--- src/hw/rtl/hpsd_pkg.sv ---
// ----------------------------------------------------------------------------
// hpsd_pkg
// Shared widths, codes and the control store of the H-bridge slew driver.
// ----------------------------------------------------------------------------
`default_nettype none

package hpsd_pkg;

	localparam int DUTY_WIDTH_DEF = 16;
	localparam int MAG_W          = 15;
	localparam int CMD_W          = 16;
	localparam int TIME_W         = 32;
	localparam int OUT_W          = 16;
	localparam int CODE_W         = 2;
	localparam int STEP_W         = 4;
	localparam int CFG_IDX_W      = 3;
	localparam int CFG_DATA_W     = 32;
	localparam int DIV_RADIX      = 4;

	localparam logic [MAG_W-1:0]  DEFAULT_MAX     = MAG_W'(1000);
	localparam logic [MAG_W-1:0]  RST_SLEW        = MAG_W'(1000);
	localparam logic [OUT_W-1:0]  RST_PERIOD_TOP  = {OUT_W{1'b1}};

	typedef enum logic [CODE_W-1:0] {
		CMD_SET    = 2'd0,
		CMD_STOP   = 2'd1,
		CMD_FORCE  = 2'd2,
		CMD_UPDATE = 2'd3
	} cmd_code_t;

	typedef enum logic [CFG_IDX_W-1:0] {
		REG_MAX_COMMAND = 3'd0,
		REG_SLEW_STEP   = 3'd1,
		REG_DEAD_BAND   = 3'd2,
		REG_MIN_START   = 3'd3,
		REG_BRAKE       = 3'd4,
		REG_PERIOD_TOP  = 3'd5,
		REG_TIMEOUT     = 3'd6
	} cfg_reg_t;

	typedef enum logic [3:0] {
		OP_NOP     = 4'd0,
		OP_LOAD    = 4'd1,
		OP_TIMEOUT = 4'd2,
		OP_DIFF    = 4'd3,
		OP_SLEW    = 4'd4,
		OP_SET     = 4'd5,
		OP_STOP    = 4'd6,
		OP_FORCE   = 4'd7,
		OP_MAG     = 4'd8,
		OP_MUL     = 4'd9,
		OP_DIV     = 4'd10,
		OP_RESULT  = 4'd11
	} op_t;

	typedef enum logic [3:0] {
		CJ_NEVER    = 4'd0,
		CJ_ALWAYS   = 4'd1,
		CJ_NO_XFER  = 4'd2,
		CJ_IS_SET   = 4'd3,
		CJ_IS_STOP  = 4'd4,
		CJ_IS_FORCE = 4'd5,
		CJ_SKIP_DIV = 4'd6,
		CJ_DIV_MORE = 4'd7,
		CJ_OUT_FREE = 4'd8
	} cond_t;

	localparam logic [STEP_W-1:0] ST_WAIT     = 4'd0;
	localparam logic [STEP_W-1:0] ST_DSP_SET  = 4'd1;
	localparam logic [STEP_W-1:0] ST_DSP_STOP = 4'd2;
	localparam logic [STEP_W-1:0] ST_DSP_FRC  = 4'd3;
	localparam logic [STEP_W-1:0] ST_TIMEOUT  = 4'd4;
	localparam logic [STEP_W-1:0] ST_DIFF     = 4'd5;
	localparam logic [STEP_W-1:0] ST_SLEW     = 4'd6;
	localparam logic [STEP_W-1:0] ST_SET      = 4'd7;
	localparam logic [STEP_W-1:0] ST_STOP     = 4'd8;
	localparam logic [STEP_W-1:0] ST_FORCE    = 4'd9;
	localparam logic [STEP_W-1:0] ST_MAG      = 4'd10;
	localparam logic [STEP_W-1:0] ST_MUL      = 4'd11;
	localparam logic [STEP_W-1:0] ST_DIV      = 4'd12;
	localparam logic [STEP_W-1:0] ST_OUT      = 4'd13;
	localparam logic [STEP_W-1:0] ST_OUT_HOLD = 4'd14;
	localparam logic [STEP_W-1:0] ST_SPARE    = 4'd15;

	typedef struct packed {
		op_t                op;
		cond_t              cond;
		logic [STEP_W-1:0]  target;
	} uword_t;

	typedef struct packed {
		logic load;
		logic step;
	} div_ctrl_t;

	// control store: jump to target when cond holds, else fall through
	function automatic uword_t ucode(input logic [STEP_W-1:0] step);
		uword_t w;
		case (step)
			ST_WAIT:     w = '{OP_LOAD,    CJ_NO_XFER,  ST_WAIT};
			ST_DSP_SET:  w = '{OP_NOP,     CJ_IS_SET,   ST_SET};
			ST_DSP_STOP: w = '{OP_NOP,     CJ_IS_STOP,  ST_STOP};
			ST_DSP_FRC:  w = '{OP_NOP,     CJ_IS_FORCE, ST_FORCE};
			ST_TIMEOUT:  w = '{OP_TIMEOUT, CJ_NEVER,    ST_WAIT};
			ST_DIFF:     w = '{OP_DIFF,    CJ_NEVER,    ST_WAIT};
			ST_SLEW:     w = '{OP_SLEW,    CJ_ALWAYS,   ST_MAG};
			ST_SET:      w = '{OP_SET,     CJ_ALWAYS,   ST_WAIT};
			ST_STOP:     w = '{OP_STOP,    CJ_ALWAYS,   ST_MAG};
			ST_FORCE:    w = '{OP_FORCE,   CJ_NEVER,    ST_WAIT};
			ST_MAG:      w = '{OP_MAG,     CJ_NEVER,    ST_WAIT};
			ST_MUL:      w = '{OP_MUL,     CJ_SKIP_DIV, ST_OUT};
			ST_DIV:      w = '{OP_DIV,     CJ_DIV_MORE, ST_DIV};
			ST_OUT:      w = '{OP_RESULT,  CJ_OUT_FREE, ST_WAIT};
			ST_OUT_HOLD: w = '{OP_NOP,     CJ_ALWAYS,   ST_OUT};
			default:     w = '{OP_NOP,     CJ_ALWAYS,   ST_WAIT};
		endcase
		return w;
	endfunction

endpackage

`default_nettype wire

--- src/hw/rtl/hpsd_muldiv.sv ---
// ----------------------------------------------------------------------------
// hpsd_muldiv
// Duty scaling mag*top/max: one product at load, then restoring division
// retiring DIV_RADIX quotient bits per step.
// ----------------------------------------------------------------------------
`default_nettype none

module hpsd_muldiv import hpsd_pkg::*; #(
	parameter int DUTY_WIDTH = DUTY_WIDTH_DEF
) (
	input  wire logic                   clk,
	input  wire logic                   arst_n,
	input  wire div_ctrl_t              ctrl,
	input  wire logic [MAG_W-1:0]       mag,
	input  wire logic [DUTY_WIDTH-1:0]  top,
	input  wire logic [MAG_W-1:0]       divisor,
	output logic                        last,
	output logic [DUTY_WIDTH-1:0]       quotient
);

	localparam int PROD_W = MAG_W + DUTY_WIDTH;
	localparam int ITERS  = (PROD_W + DIV_RADIX - 1) / DIV_RADIX;
	localparam int DIVD_W = ITERS * DIV_RADIX;
	localparam int CNT_W  = $clog2(ITERS);
	localparam logic [CNT_W-1:0] CNT_LAST = CNT_W'(ITERS - 1);

	logic [DIVD_W-1:0] divd_q;
	logic [MAG_W-1:0]  rem_q;
	logic [CNT_W-1:0]  cnt_q;
	logic [DIVD_W-1:0] divd_nxt;
	logic [MAG_W-1:0]  rem_nxt;

	always_comb begin : radix_step
		logic [MAG_W:0]    trial;
		logic [MAG_W-1:0]  r;
		logic [DIVD_W-1:0] d;
		r = rem_q;
		d = divd_q;
		trial = '0;
		for (int i = 0; i < DIV_RADIX; i++) begin
			trial = {r, d[DIVD_W-1]};
			d = {d[DIVD_W-2:0], 1'b0};
			if (trial >= {1'b0, divisor}) begin
				trial = trial - {1'b0, divisor};
				d[0] = 1'b1;
			end
			r = trial[MAG_W-1:0];
		end
		divd_nxt = d;
		rem_nxt  = r;
	end

	always_ff @(posedge clk or negedge arst_n) begin
		if (!arst_n) begin
			cnt_q <= '0;
		end else if (ctrl.load) begin
			cnt_q <= '0;
		end else if (ctrl.step) begin
			cnt_q <= cnt_q + CNT_W'(1);
		end
	end

	always_ff @(posedge clk) begin
		if (ctrl.load) begin
			divd_q <= DIVD_W'(PROD_W'(mag) * PROD_W'(top));
			rem_q  <= '0;
		end else if (ctrl.step) begin
			divd_q <= divd_nxt;
			rem_q  <= rem_nxt;
		end
	end

	assign last     = (cnt_q == CNT_LAST);
	assign quotient = divd_q[DUTY_WIDTH-1:0];

endmodule

`default_nettype wire
--- config.mk ---
export PLATFORM = sky130hd
export DESIGN_NAME = hpsd_muldiv
export DESIGN_NICKNAME = d
export VERILOG_FILES = /design/src/hw/rtl/hpsd_pkg.sv /design/src/hw/rtl/hpsd_muldiv.sv
export SDC_FILE = /design/constraint.sdc
export NUM_CORES = 1
export LEC_CHECK = 0
export BUFFER_PORTS_ARGS = -buffer_cell sky130_fd_sc_hd__buf_4
export CORE_MARGIN = 8
export CORE_UTILIZATION = 36
export CTS_CLUSTER_SIZE = 10
export DETAILED_ROUTE_END_ITERATION = 8
export PLACE_DENSITY_LB_ADDON = 0.05
export SYNTH_ARGS = -nofsm -noshare
export SYNTH_HDL_FRONTEND = slang
export SYNTH_SLANG_ARGS = --single-unit
--- constraint.sdc ---
create_clock -name clk -period 21.4 [get_ports clk]
set_input_delay 3.21 -clock clk [delete_from_list [all_inputs] [get_ports clk]]
set_output_delay 3.21 -clock clk [all_outputs]
set_load 0.01 [all_outputs]
Word-level counts from Yosys, hierarchy flattened --
Index checks and enable logic that the tools add are counted.
Word-level totals: register bits 50, bits of input ports 50, word-level logic and storage cells 28
Cells by class: add/sub/neg operators 5, $mul 1, order comparisons 4, eq/ne operators 1, multiplexer cells 12, reductions and logical operators 1
Operators with widths (number):
- $ge 16x15->1 | 4
- $mux 31 | 2
- $mux 15 | 4
- $sub 15x15->15 | 4
- $mul 15x16->31 | 1
- $mux 3 | 2
- $mux 1 | 4
- $add 3x1->3 const B | 1
- $eq 3x3->1 const B | 1
- $reduce_bool 2->1 | 1

Longest topological paths before layout --
word-level depth 10, mapped depth 49, gate-level depth less buffers 43

Worst setup path after synthesis --
OpenSTA, ideal clock, no wires.
path type in2reg, from input divisor[0], to register divd_q[0], data pin, library setup time 0.269 ns, arrival 11.804 ns, slack 9.327 ns, cell stages on the path 46, cell sequence ha_1 -> inv_1 -> fa_1 -> a21o_1 -> a311o_1 -> nor3_1 -> o21a_1 -> or2_2 -> buf_2 -> clkbuf_1 -> nor2_1 -> a21oi_1 -> inv_1 -> ha_1 -> or2_2 -> a21oi_1 -> o21bai_1 -> a211oi_1 -> [10 not listed] -> o21ai_0 -> a21oi_1 -> o22ai_1 -> o211a_2 -> buf_2 -> o221a_2 -> ha_1 -> nor2b_1 -> o21ai_0 -> a21boi_0 -> o21ai_0 -> a211o_1 -> a31oi_1 -> and2_1 -> a21o_1 -> nor2_1 -> buf_4 -> o21ai_0
On the way: word-level cells in the longest chain between the ends 10, elaborated cells between the ends (all ways) 13, classes of those cells add/sub: 3; order compare: 4; mux: 6
Ends and longest elaborated chain:
- start: declaration | line hpsd_muldiv.sv:16 | input wire logic [MAG_W-1:0] divisor,
- $sub 15x15->15 or $ge 16x15->1 (tied branches) | line hpsd_muldiv.sv:44, hpsd_muldiv.sv:43
- $mux 15 | line hpsd_muldiv.sv:43 | if (trial >= {1'b0, divisor}) begin
- $sub 15x15->15 or $ge 16x15->1 (tied branches) | line hpsd_muldiv.sv:44, hpsd_muldiv.sv:43
- $mux 15 | line hpsd_muldiv.sv:43
- $sub 15x15->15 or $ge 16x15->1 (tied branches) | line hpsd_muldiv.sv:44, hpsd_muldiv.sv:43
- $mux 15 | line hpsd_muldiv.sv:43
- $ge 16x15->1 (*) | line hpsd_muldiv.sv:43
- $mux 1 (*) | line hpsd_muldiv.sv:43
- $mux 31 (*) | line hpsd_muldiv.sv:67 | end else if (ctrl.step) begin
- $mux 31 (*) | line hpsd_muldiv.sv:64 | if (ctrl.load) begin
- end signal: assignment | line hpsd_muldiv.sv:65 | divd_q <= DIVD_W'(PROD_W'(mag) * PROD_W'(top));
- end signal: assignment | line hpsd_muldiv.sv:68 | divd_q <= divd_nxt;
- end: declaration | line hpsd_muldiv.sv:27 | logic [DIVD_W-1:0] divd_q;
Every way passes the cells marked *; elsewhere a longest branch is shown, timed or not. The select of a mux whose other input is x is not followed. A chain may end at the register's enable or synchronous reset.

Worst setup path after layout --
from input divisor[1], to register divd_q[0], data pin
Same word-level chain as after synthesis.

==> results.json <==
{
  "synth.avg_cell_area_um2": 8.71,
  "synth.distinct_cells": 80,
  "gr-usage-all-layers_pct": 18.9,
  "tightest_slew_ns": 1.07,
  "path_max_fanout": 20,
  "drt_iter0_markers": 493,
  "num_vias": 10700,
  "cp.required_ns": 21.43,
  "crit_type": "input pin to flip-flop",
  "fin_crit_ns": 13.70,
  "synth.top_cells.by_count": "inv_1, nand2_1, fa_1",
  "cp_slowest_cell": "nor2_1",
  "finClkSkew_ns": 0.0101,
  "clock_sinks": 50,
  "worstPathArrival_ns": 13.73,
  "std_cell_rows": 70,
  "ys_top_cells_by_area": "fa_1, ha_1, edfxtp_1",
  "place_congestion": 0.954,
  "ios": 67,
  "clk_pin_slew_ns": 0.08,
  "ys.flop_type": "edfxtp_1",
  "portBuffers": 66,
  "die_h_um": 209,
  "grt.overflow.total": 0,
  "setup_viol": 0,
  "clk_latency_ns": 0.31,
  "relSlewSlack_pct": 28.8,
  "syn_inst": 1541,
  "syn_area_mm2": 0.0134,
  "via_per_inst": 5.31,
  "cts.htree.levels": 2,
  "initial_core_util_pct": 36.6,
  "grt_pass1_vias": 11200,
  "hpwlAfterDp_um": 34100,
  "fp.coreArea_mm2": 0.0367,
  "yosys_warnings": 0,
  "max_freq_mhz": 73.0,
  "numCtsBuffers": 5,
  "rsz0062_at_grt": "no",
  "instances_no_fill": 2015,
  "yosysSeqAreaShare_pct": 9.88,
  "diodes": 0,
  "antenna_found_initial": 0,
  "synth.most_common_cell": "inv_1",
  "drv_cap": 0,
  "endpoint_kind": "flip-flop",
  "cpPeakStageDelay_ns": 0.81,
  "synth_enable_flop_cells": 31,
  "postCtsSetupBuffers": 0,
  "cts_tree": "yes",
  "wl_per_cell_um": 20.4,
  "async_flop_share_pct": 6.00,
  "wl_um": 41200,
  "cts_resized": 0,
  "dpl.cell_count": 2007,
  "finalSetupTns_ns": 0,
  "die_w_um": 209,
  "ctsHoldBuffers": 0,
  "ys_ff_latch": 50,
  "hold_violations": 0,
  "crit_path_start_kind": "input pin",
  "grt_pass1_wl_um": 65400,
  "layout-drive-gt1-share_pct": 8.40,
  "final_nets": 1937,
  "cts-root-buf": "clkbuf_16",
  "grt_max_degree": 47,
  "cts_buffer_depth": 2,
  "synth_nets": 1932,
  "hold_class": "flip-flop to flip-flop",
  "synth_top_area_cell": "fa_1",
  "drc": 0,
  "die_area_mm2": 0.0437,
  "areaGrowthSynthToFinish_pct": 6.69,
  "slew_viol_final": 0,
  "first_pass_iters": 5,
  "status": "finished, final reports clean",
  "fin_crit_sh_pct": 64.0,
  "ant_nets": 0,
  "synth_top_cell_area_share_pct": 27.4
}
## sequential cells by signal, summed over array words and instances (netlist names)
register / count
divd_q: 32
rem_q: 15
cnt_q: 3
## path summary, 6_finish.rpt
check / cells past startpoint / slack, ns / start / end
max: 38 / 7.70 / divisor[1] / divd_q[0]$_DFFE_PP_
min: 2 / 0.49 / divd_q[27]$_DFFE_PP_ / divd_q[31]$_SDFFE_PP0P_
max reg2reg: 39 / 10.34 / divd_q[31]$_SDFFE_PP0P_ / divd_q[0]$_DFFE_PP_
min reg2reg: 2 / 0.49 / divd_q[27]$_DFFE_PP_ / divd_q[31]$_SDFFE_PP0P_
max in group asynchronous: 1 / 18.62 / arst_n / cnt_q[2]$_DFFE_PN0P_
min in group asynchronous: 1 / 2.68 / arst_n / cnt_q[0]$_DFFE_PN0P_
## worst max-delay path: cells and delay by family
kind | cells | cell delay, ns
buf+inv | 3 | 0.38
compound gates | 20 | 4.65
mux | 2 | 0.75
simple gates | 9 | 3.21
fa+ha+maj | 4 | 1.51
## cell usage in the layout, fill, tap and decap left out, types with 7 or more instances in the layout
| cell | count |
|---|---|
| nand2_1 | 194 |
| o31ai_1 | 7 |
| o21a_1 | 11 |
| dfxtp_1 | 16 |
| or2_2 | 9 |
| xnor2_1 | 47 |
| o21ai_0 | 64 |
| fa_1 | 184 |
| nor2_1 | 71 |
| or3_1 | 8 |
| xor2_1 | 20 |
| nor2b_1 | 14 |
| mux2_2 | 27 |
| a21o_1 | 25 |
| buf_4 | 67 |
| mux2i_1 | 12 |
| and2_1 | 99 |
| nand3_1 | 19 |
| ha_1 | 157 |
| a31oi_1 | 9 |
| inv_1 | 222 |
| o211a_1 | 7 |
| nand4_1 | 10 |
| a21oi_1 | 59 |
| nor3_1 | 17 |
| nand2b_1 | 15 |
| a211oi_1 | 18 |
| edfxtp_1 | 31 |
## through the flow
| step | setup WS [ns] | cell area [µm²] | util [%] | hold slack (ns) |
|---|---|---|---|---|
| floorplan | 9.33 | 13400 | - | 0.457 |
| global placement | 7.77 | 14200 | 38.6 | 0.486 |
| detailed placement | 7.54 | 14200 | 38.6 | 0.480 |
| CTS | 7.85 | 14300 | 39.0 | 0.498 |
| global route | 6.83 | 14300 | 39.0 | 0.547 |
| finish | 7.70 | 14300 | 39.0 | 0.489 |
## logic make-up after synthesis
kind of cell | synth area share (%)
AOI/OAI and AO/OA | 14.2
adders and majority gates | 42.1
and+or+nand+nor | 17.4
DFF | 9.88
xor gates and xnor gates | 4.37
buffers and inverters | 8.76
muxes | 3.27
## layer usage
layer | GRT usage [%] | vias up | share of wire [%]
li1 | - | 5118 | -
met1 | 27.7 | 5359 | 49
met2 | 30.8 | 195 | 46
met3 | 1.77 | 26 | 4.0
met4 | 2.02 | 0 | 0.90
met5 | 0 | - | 0
## final cells by class
| type | instances | area (µm²) |
|---|---|---|
| Fill cell | 3815 | 22400 |
| Multi-Input combinational cell | 1200 | 10900 |
| Sequential cell | 50 | 1330 |
| Inverter | 222 | 833 |
| Tap cell | 468 | 586 |
| Timing Repair Buffer | 67 | 503 |
| Clock buffer | 5 | 125 |
| Clock inverter | 3 | 26.3 |
Power is not shown: default switching activity piles up to over one toggle a cycle in this logic, so the estimate is an artifact.
